File: src/design/wtsp_pkg.sv
// ----------------------------------------------------------------------------
// wtsp_pkg
// Shared types and constants for the world-to-screen projection pipeline.
// ----------------------------------------------------------------------------
package wtsp_pkg;

    localparam int NUM_REGS   = 7;
    localparam int ADDR_W     = 3;
    localparam int CFG_W      = 64;
    localparam int NUM_LANES  = 2;   // divider lanes: screen x, screen y
    localparam int NUM_W      = 51;  // |clip| * 8 * size < 2^50
    localparam int DEN_W      = 32;
    localparam int DIV_STAGES = NUM_W;

    // register indexes
    localparam logic [ADDR_W-1:0] REG_COEFF_11_21 = 3'd0;
    localparam logic [ADDR_W-1:0] REG_COEFF_31_41 = 3'd1;
    localparam logic [ADDR_W-1:0] REG_COEFF_12_22 = 3'd2;
    localparam logic [ADDR_W-1:0] REG_COEFF_32_42 = 3'd3;
    localparam logic [ADDR_W-1:0] REG_COEFF_14_24 = 3'd4;
    localparam logic [ADDR_W-1:0] REG_COEFF_34_44 = 3'd5;
    localparam logic [ADDR_W-1:0] REG_SCREEN_SIZE = 3'd6;

    localparam logic [CFG_W-1:0] RST_COEFF_11_21 = 64'h0000_0000_0001_0000;
    localparam logic [CFG_W-1:0] RST_COEFF_31_41 = 64'h0;
    localparam logic [CFG_W-1:0] RST_COEFF_12_22 = 64'h0001_0000_0000_0000;
    localparam logic [CFG_W-1:0] RST_COEFF_32_42 = 64'h0;
    localparam logic [CFG_W-1:0] RST_COEFF_14_24 = 64'h0;
    localparam logic [CFG_W-1:0] RST_COEFF_34_44 = 64'h0001_0000_0000_0000;
    localparam logic [31:0]      RST_SCREEN_SIZE = 32'd70780800;

    // |w| / 25600 = ((|w| >> 10) * ceil(2^26 / 25)) >> 26, exact for |w| <= 2^31
    localparam logic [21:0] DIST_RECIP = 22'd2684355;

    // lane order
    localparam int LANE_X = 0;
    localparam int LANE_Y = 1;

    // clip term order
    localparam int CLIP_W = 0;
    localparam int CLIP_X = 1;
    localparam int CLIP_Y = 2;

    typedef struct packed {
        logic signed [31:0] a;
        logic signed [31:0] b;
        logic signed [31:0] c;
        logic signed [31:0] t;
    } col_t;

    // sideband carried alongside the divider
    typedef struct packed {
        logic signed [31:0] w;
        logic [16:0]        dist_mag;
        logic               neg_x;
        logic               neg_y;
        logic               zero;
    } side_t;

endpackage

File: src/design/wtsp_scale.sv
// ----------------------------------------------------------------------------
// wtsp_scale
// Sign/magnitude split and scaling of clip terms by 8 * screen size.
// ----------------------------------------------------------------------------
module wtsp_scale
(
    input  logic                                clk,
    input  logic                                rst_n,
    input  logic                                en,
    input  logic                                in_valid,
    input  logic signed [31:0]                  clip [3],
    input  logic [31:0]                         screen_size,
    output logic                                out_valid,
    output logic [wtsp_pkg::NUM_W-1:0]          num  [wtsp_pkg::NUM_LANES],
    output logic [wtsp_pkg::DEN_W-1:0]          den  [wtsp_pkg::NUM_LANES],
    output wtsp_pkg::side_t                     side
);

    logic                         v_reg;
    logic [wtsp_pkg::NUM_W-1:0]   num_reg [wtsp_pkg::NUM_LANES];
    logic [wtsp_pkg::DEN_W-1:0]   den_reg [wtsp_pkg::NUM_LANES];
    wtsp_pkg::side_t              side_reg;
    logic [31:0]                  mag_w;
    logic [31:0]                  mag_x;
    logic [31:0]                  mag_y;
    logic [18:0]                  scl_x;
    logic [18:0]                  scl_y;
    logic [43:0]                  dist_prod;

    assign mag_w = clip[wtsp_pkg::CLIP_W][31] ? 32'(-clip[wtsp_pkg::CLIP_W])
                                              : clip[wtsp_pkg::CLIP_W];
    assign mag_x = clip[wtsp_pkg::CLIP_X][31] ? 32'(-clip[wtsp_pkg::CLIP_X])
                                              : clip[wtsp_pkg::CLIP_X];
    assign mag_y = clip[wtsp_pkg::CLIP_Y][31] ? 32'(-clip[wtsp_pkg::CLIP_Y])
                                              : clip[wtsp_pkg::CLIP_Y];
    assign scl_x = {screen_size[15:0], 3'b000};
    assign scl_y = {screen_size[31:16], 3'b000};

    // distance by reciprocal: 22 x 22 bit product, quotient fits 17 bits
    assign dist_prod = 44'(mag_w[31:10]) * 44'(wtsp_pkg::DIST_RECIP);

    always_ff @(posedge clk or negedge rst_n)
    begin
        if (!rst_n)
            v_reg <= 1'b0;
        else if (en)
            v_reg <= in_valid;
    end

    always_ff @(posedge clk)
    begin
        if (en)
        begin
            num_reg[wtsp_pkg::LANE_X] <= 51'(mag_x) * 51'(scl_x);
            num_reg[wtsp_pkg::LANE_Y] <= 51'(mag_y) * 51'(scl_y);
            den_reg[wtsp_pkg::LANE_X] <= mag_w;
            den_reg[wtsp_pkg::LANE_Y] <= mag_w;
            side_reg.w        <= clip[wtsp_pkg::CLIP_W];
            side_reg.dist_mag <= dist_prod[42:26];
            side_reg.neg_x    <= clip[wtsp_pkg::CLIP_X][31] ^ clip[wtsp_pkg::CLIP_W][31];
            side_reg.neg_y    <= clip[wtsp_pkg::CLIP_Y][31] ^ clip[wtsp_pkg::CLIP_W][31];
            side_reg.zero     <= (clip[wtsp_pkg::CLIP_W] == 32'sd0);
        end
    end

    assign out_valid = v_reg;
    assign num       = num_reg;
    assign den       = den_reg;
    assign side      = side_reg;

endmodule

File: config.mk
export PLATFORM = sky130hd
export DESIGN_NAME = wtsp_scale
export DESIGN_NICKNAME = d
export VERILOG_FILES = /design/src/design/wtsp_pkg.sv /design/src/design/wtsp_scale.sv
export SDC_FILE = /design/constraint.sdc
export NUM_CORES = 2
export LEC_CHECK = 0
export ABC_AREA = 1
export BUFFER_PORTS_ARGS = -buffer_cell sky130_fd_sc_hd__buf_2
export CORE_ASPECT_RATIO = 1.2
export CORE_UTILIZATION = 65
export DETAILED_ROUTE_END_ITERATION = 16
export GPL_TIMING_DRIVEN = 0
export PLACE_DENSITY_LB_ADDON = 0.15
export SYNTH_ARGS = -nofsm -noshare
export SYNTH_HDL_FRONTEND = slang
export SYNTH_SLANG_ARGS = --single-unit
File: constraint.sdc
create_clock -name clk -period 0.8 [get_ports clk]
set_input_delay 0.04 -clock clk [delete_from_list [all_inputs] [get_ports clk]]
set_output_delay 0.04 -clock clk [all_outputs]
set_load 0.1 [all_outputs]
==> report_table.html, run 1 <==
<table>
<tr><th>Metric</th><th>Value</th></tr>
<tr><th colspan="2">Logic synthesis</th></tr>
<tr><td>Syn Inst Count</td><td>6539</td></tr>
<tr><td>Simple-gate share of the synthesized area</td><td>20.19%</td></tr>
<tr><td>Cell type contributing the most total cell area after synthesis</td><td>fa_1</td></tr>
<tr><td>Post-synthesis adder-cell area fraction</td><td>50.30%</td></tr>
<tr><td>Post-synth top cells</td><td>inv_1 (1610), nand2_1 (1362), fa_1 (1013)</td></tr>
<tr><td>Complex-gate fraction of the synthesized area</td><td>3.390%</td></tr>
<tr><td>Combinational family with the most area after synthesis</td><td>adder cells</td></tr>
<tr><td>EDFF count, synth</td><td>179</td></tr>
<tr><td>Post-synthesis area per instance</td><td>7.976 µm²</td></tr>
<tr><td>Warning count from the yosys run</td><td>0</td></tr>
<tr><td>Most area-consuming cells after synthesis</td><td>fa_1 (39%), inv_1 (12%), ha_1 (11%)</td></tr>
<tr><td>Cell area after synthesis</td><td>52160 µm²</td></tr>
<tr><td>Xor and xnor area share after synthesis</td><td>1.948%</td></tr>
<tr><td>Portion of synthesized cell area occupied by the leading cell type</td><td>38.88%</td></tr>
<tr><td>Yosys cell types</td><td>49</td></tr>
<tr><td>Share of synthesized area spent on multiplexers</td><td>0.02159%</td></tr>
<tr><td>Flops &amp; latches, synth</td><td>180</td></tr>
<tr><td>Fraction of synthesis flops using an asynchronous set or reset pin</td><td>0.5556%</td></tr>
<tr><td>Sequential fraction of the synthesis area</td><td>10.35%</td></tr>
<tr><td>Cell with the most instances after synthesis</td><td>inv_1</td></tr>
<tr><td>Synth Flop Type</td><td>edfxtp_1</td></tr>
<tr><th colspan="2">Run status</th></tr>
<tr><td>Last stage reached</td><td>5_1_grt</td></tr>
<tr><td>Run status</td><td>stopped before the end</td></tr>
<tr><td>Stop Error</td><td>[ERROR GRT-0232] Routing congestion too high. Check the congestion heatmap in the GUI.</td></tr>
<tr><th colspan="2">Die</th></tr>
<tr><td>Core Rows</td><td>113</td></tr>
<tr><td>Die Y-Extent</td><td>312.3 µm</td></tr>
<tr><td>Effective utilization at floorplan</td><td>65.76%</td></tr>
<tr><td>I/O pin count</td><td>351</td></tr>
<tr><td>Die Width</td><td>260.6 µm</td></tr>
<tr><th colspan="2">Clock network</th></tr>
<tr><td>CTS H-tree lvls</td><td>4</td></tr>
<tr><td>Clock Root Buffer</td><td>clkbuf_16</td></tr>
<tr><td>Total CTS buffers</td><td>17</td></tr>
<tr><td>Maximum number of buffers from clock root to sink</td><td>2</td></tr>
<tr><td>Number of sinks on the clock net</td><td>180</td></tr>
<tr><th colspan="2">Global route</th></tr>
<tr><td>Tot GR Track Use</td><td>80.51%</td></tr>
<tr><td>Largest net degree at the start of global routing</td><td>124</td></tr>
<tr><td>Aggregate global routing overflow</td><td>1163</td></tr>
<tr><th colspan="2">Placement</th></tr>
<tr><td>Count of input and output buffers</td><td>318</td></tr>
<tr><td>Final weighted congestion in routability-driven placement</td><td>1.041</td></tr>
<tr><td>HPWL after DPL</td><td>154800 µm</td></tr>
<tr><td>Inst Count DP</td><td>7898</td></tr>
<tr><th colspan="2">STA</th></tr>
<tr><td>Worst EP Category</td><td>register data pin</td></tr>
<tr><td>Worst_ep grt</td><td>num[92]$_DFFE_PP_/D</td></tr>
</table>
-- per-layer routing --
| metal | track usage, % | GRT overflow |
|---|---|---|
| met1 | 78.98 | 32 |
| met2 | 97.48 | 697 |
| met4 | 83.83 | 399 |
| met5 | 38.12 | 3 |
| met3 | 63.78 | 32 |
-- through the flow --
stage / TNS (ns) / setup slack [ns] / area (µm²)
after floorplan: -537.46 / -4.952 / 55930
after global placement: -1106.11 / -6.070 / 58820
after detailed placement: -710.87 / -6.115 / 58850
after CTS: -630.84 / -5.081 / 65580
-- cells by family after synthesis --
logic type,count (synthesis)
AO/OA/AOI/OAI,340
adder cells (fa/ha/maj),1489
AND/OR/NAND/NOR,2574
flip-flops,180
other,1
XOR/XNOR,110
buffers and inverters,1844
multiplexers,1
-- what timing repair did --
item,4_1_cts
pin swaps,547
hold buffers,40
gates resized for setup,950
setup buffers,230
endpoints found under the setup margin,434
cloned,8
endpoints found under the hold margin,56
==> run 2: changes to the inputs <==
--- a/config.mk
+++ b/config.mk
@@ -7,8 +7,7 @@
 export LEC_CHECK = 0
 export ABC_AREA = 1
 export BUFFER_PORTS_ARGS = -buffer_cell sky130_fd_sc_hd__buf_2
-export CORE_ASPECT_RATIO = 1.2
-export CORE_UTILIZATION = 65
+export CORE_UTILIZATION = 40
 export DETAILED_ROUTE_END_ITERATION = 16
 export GPL_TIMING_DRIVEN = 0
 export PLACE_DENSITY_LB_ADDON = 0.15
==> run 2 against run 1 <==
  * The flow now finishes, with violations (negative setup slack)
  * Synthesized area stayed put
  * Synthesized cell count stayed put
==> report_table.html, run 2 <==
<table>
<tr><th>Metric</th><th>Value</th></tr>
<tr><th colspan="2">Logic synthesis</th></tr>
<tr><td>Fraction of synthesis flops using an asynchronous set or reset pin</td><td>0.5556% (unchanged)</td></tr>
<tr><td>Cell with the most instances after synthesis</td><td>inv_1</td></tr>
<tr><td>Cell area after synthesis</td><td>52160 µm² (unchanged)</td></tr>
<tr><td>Post-synthesis area per instance</td><td>7.976 µm² (unchanged)</td></tr>
<tr><td>Post-synth top cells</td><td>inv_1 (1610), nand2_1 (1362), fa_1 (1013)</td></tr>
<tr><td>Most area-consuming cells after synthesis</td><td>fa_1 (39%), inv_1 (12%), ha_1 (11%)</td></tr>
<tr><td>Synth Flop Type</td><td>edfxtp_1</td></tr>
<tr><td>Yosys cell types</td><td>49 (unchanged)</td></tr>
<tr><td>Portion of synthesized cell area occupied by the leading cell type</td><td>38.88% (unchanged)</td></tr>
<tr><td>Cell type contributing the most total cell area after synthesis</td><td>fa_1</td></tr>
<tr><td>Sequential fraction of the synthesis area</td><td>10.35% (unchanged)</td></tr>
<tr><td>EDFF count, synth</td><td>179 (unchanged)</td></tr>
<tr><td>Warning count from the yosys run</td><td>0 (unchanged)</td></tr>
<tr><td>Flops &amp; latches, synth</td><td>180 (unchanged)</td></tr>
<tr><td>Syn Inst Count</td><td>6539 (unchanged)</td></tr>
<tr><th colspan="2">Placement</th></tr>
<tr><td>HPWL after DPL</td><td>160200 µm (+3.4%)</td></tr>
<tr><td>Worst setup timing slack at the placement stage</td><td>-6.324 ns (-0.2088 ns)</td></tr>
<tr><td>Final weighted congestion in routability-driven placement</td><td>0.9848 (-5.4%)</td></tr>
<tr><td>Count of input and output buffers</td><td>318 (unchanged)</td></tr>
<tr><th colspan="2">Critical path</th></tr>
<tr><td>Delay of the slowest cell on the worst path</td><td>0.55 ns</td></tr>
<tr><td>Critical Path Sink Type</td><td>flip-flop</td></tr>
<tr><td>Crit path max-delay cell type</td><td>fa_1</td></tr>
<tr><td>Worst Reg2Reg Path Length in Cells</td><td>1</td></tr>
<tr><td>Required time worst endpoint</td><td>1.07 ns</td></tr>
<tr><td>Startpoint Class</td><td>primary input</td></tr>
<tr><td>Most common cell type on the critical path</td><td>fa_1</td></tr>
<tr><td>End of the worst register-to-register path</td><td>out_valid</td></tr>
<tr><td>Beginning of the worst register-to-register path</td><td>out_valid</td></tr>
<tr><td>Worst-case register-to-register setup slack</td><td>-0.04 ns</td></tr>
<tr><td>Arr. time, crit path</td><td>6.18 ns</td></tr>
<tr><td>Worst-path maximum fanout</td><td>7</td></tr>
<tr><td>Worst Path Class, Setup</td><td>in -&gt; reg</td></tr>
<tr><th colspan="2">Finish</th></tr>
<tr><td>Area Overhead vs Synth</td><td>31.50%</td></tr>
<tr><td>Leading cell types in the layout, fill and taps excluded</td><td>inv_1 (1407), nand2_1 (1010), fa_1 (923)</td></tr>
<tr><td>Most common library cell in the layout ignoring fill and taps</td><td>inv_1</td></tr>
<tr><td>Register area</td><td>5404 µm²</td></tr>
<tr><td>Max FFs per register</td><td>96</td></tr>
<tr><td>Count of nets after finishing</td><td>8881</td></tr>
<tr><td>Fraction of final layout cells with drive strength greater than 1</td><td>30.54%</td></tr>
<tr><td>Total area of multi-input combinational cells</td><td>46830 µm²</td></tr>
<tr><td>Antenna Cells</td><td>0</td></tr>
<tr><td>Total of fill cells in the finished design</td><td>12280</td></tr>
<tr><th colspan="2">Run status</th></tr>
<tr><td>Run status</td><td>complete, but fails checks</td></tr>
<tr><td>Failing checks</td><td>negative setup slack</td></tr>
<tr><th colspan="2">Clock network</th></tr>
<tr><td>Clock Root Buffer</td><td>clkbuf_16</td></tr>
<tr><td>Maximum number of buffers from clock root to sink</td><td>2 (unchanged)</td></tr>
<tr><td>Clk pin slew, worst setup/hold paths</td><td>0.09 ns</td></tr>
<tr><td>Number of sinks on the clock net</td><td>180 (unchanged)</td></tr>
<tr><td>Clock insertion delay at the later pin of the skew report</td><td>0.52 ns</td></tr>
<tr><td>CTS H-tree lvls</td><td>4 (unchanged)</td></tr>
<tr><td>Total CTS buffers</td><td>17 (unchanged)</td></tr>
<tr><td>Clock tree from TritonCTS</td><td>yes</td></tr>
<tr><th colspan="2">Die</th></tr>
<tr><td>Core Rows</td><td>132 (+17%)</td></tr>
<tr><td>Core outline area</td><td>129500 µm²</td></tr>
<tr><td>Die Width</td><td>363.1 µm (+39%)</td></tr>
<tr><td>Effective utilization at floorplan</td><td>40.28% (-25 points)</td></tr>
<tr><td>Full die area</td><td>131800 µm²</td></tr>
<tr><td>I/O pin count</td><td>351 (unchanged)</td></tr>
<tr><td>Die Y-Extent</td><td>363.1 µm (+16%)</td></tr>
<tr><th colspan="2">STA</th></tr>
<tr><td>Slew Viols, Final</td><td>0</td></tr>
<tr><td>Final hold violations</td><td>0</td></tr>
<tr><td>Slew at the pin with the worst max-slew slack</td><td>1.135 ns</td></tr>
<tr><td>Total negative setup slack</td><td>-636.82 ns</td></tr>
<tr><td>Max-slew headroom</td><td>24.30%</td></tr>
<tr><td>Worst setup margin</td><td>-5.109 ns</td></tr>
<tr><td>Setup repair after global routing missed its margin</td><td>true</td></tr>
<tr><td>Min cycle time layout</td><td>5.909 ns</td></tr>
<tr><td>Final worst-path cycle share</td><td>738.6%</td></tr>
<tr><td>Setup violation total in the final timing report</td><td>429</td></tr>
<tr><td>Fmax</td><td>0.1692 GHz</td></tr>
<tr><td>Worst hold slack</td><td>0.001320 ns</td></tr>
<tr><td>Worst clock skew</td><td>0 ns</td></tr>
<tr><th colspan="2">Global route</th></tr>
<tr><td>Global-route wire length before repair</td><td>297100 µm</td></tr>
<tr><td>Largest net degree at the start of global routing</td><td>95</td></tr>
<tr><td>Tot GR Track Use</td><td>30.39%</td></tr>
<tr><td>Via count of the first global-routing pass</td><td>49200</td></tr>
<tr><td>Aggregate global routing overflow</td><td>0</td></tr>
<tr><td>Number of antenna violations at the first check in global routing</td><td>3</td></tr>
<tr><th colspan="2">Routing</th></tr>
<tr><td>Vias per std cell</td><td>5.130</td></tr>
<tr><td>Number of search-and-repair iterations in the first detailed-routing pass</td><td>6</td></tr>
<tr><td>Average wire length per cell after detail routing</td><td>21.77 µm</td></tr>
<tr><td>First-iteration detailed-routing DRC count</td><td>3316</td></tr>
<tr><td>Antenna viol nets, final</td><td>0</td></tr>
<tr><td>Detailed-route via count</td><td>46240</td></tr>
<tr><td># DRC</td><td>0</td></tr>
<tr><td>Final wirelength</td><td>196200 µm</td></tr>
<tr><th colspan="2">Worst hold path</th></tr>
<tr><td>End of the worst hold path</td><td>side[29]</td></tr>
<tr><td>Worst hold-check path type</td><td>in -&gt; reg</td></tr>
<tr><td>Hold Startpoint</td><td>en</td></tr>
<tr><td>Worst hold stages</td><td>1</td></tr>
<tr><th colspan="2">Job</th></tr>
<tr><td>Maximum capacitance violations</td><td>0</td></tr>
</table>
==> run 2: cell counts after synthesis <==
No cell type changed its count.
==> run 2: logic make-up (layout without fill, tap and decap cells) <==
kind of cell | Yosys count | after routing | synth area share (%)
AND/OR/NAND/NOR | 2574 | 2576 | 20.19
buffers and inverters | 1844 | 2571 | 13.79
adder cells (fa/ha/maj) | 1489 | 1489 | 50.30
AO/OA/AOI/OAI | 340 | 340 | 3.390
flip-flops | 180 | 180 | 10.35
XOR/XNOR | 110 | 110 | 1.948
other | 1 | 6 | 0.007190
multiplexers | 1 | 1 | 0.02159
==> run 2: worst max path at each step <==
stage | start | endpoint | slack, ns | depth (start not counted)
floorplan | clip[65] | side[12] | -4.95 | 30
global placement | clip[65] | side[16] | -6.29 | 23
detailed placement | clip[65] | side[19] | -6.32 | 24
CTS | clip[65] | side[12] | -5.01 | 31
global route | clip[32] | num[100] | -5.32 | 33
finish | clip[67] | side[18] | -5.11 | 29
==> run 2: area by class of cell <==
cell class / instances / share of cell area (%)
multi-input combinational: 4522 / 68.28
inverter: 1638 / 9.409
sequential: 180 / 7.879
timing repair buffer: 692 / 7.600
tap: 1742 / 3.178
buffer: 206 / 2.714
clock buffer: 17 / 0.6202
clock inverter: 15 / 0.2882
timing repair inverter: 3 / 0.02736
==> run 2: critical path, delay by kind of cell <==
family | cells | cell delay [ns]
AO/OA/AOI/OAI | 1 | 0.17
XOR/XNOR | 1 | 0.10
adder cells (fa/ha/maj) | 8 | 3.51
buffers and inverters | 8 | 0.86
AND/OR/NAND/NOR | 11 | 1.48
==> run 2: metal layers <==
metal | part of all wire, % | wire length (µm) | GRT usage [%] | vias up
met5 | 0.014 | 28 | 0 | -
met2 | 48 | 94160 | 51.04 | 1651
met4 | 5.7 | 11260 | 15.02 | 4
met1 | 40 | 79160 | 38.34 | 23260
li1 | - | - | - | 20880
met3 | 5.9 | 11640 | 4.247 | 448
==> run 2: stage by stage <==
stage | instances | area (µm²) | utilization [%]
detailed placement | 8605 | 59740 | 46.13
finish | 9015 | 68590 | 52.97
floorplan | 6544 | 55930 | -
global route | 9015 | 68590 | 52.97
global placement | 8604 | 59700 | 46.11
CTS | 8934 | 66650 | 51.48
==> run 2: timing repair <==
item / CTS / global route
cloned: 9 / 2
setup buffers: 250 / 78
pin swaps: 518 / 299
setup endpoints to repair: 441 / 445
gates resized for setup: 963 / 364
endpoints found under the hold margin: 47 / 2
hold buffers: 40 / 1
Power of run 2 is not shown: default switching activity piles up to over one toggle a cycle in this logic, so the estimate is an artifact.
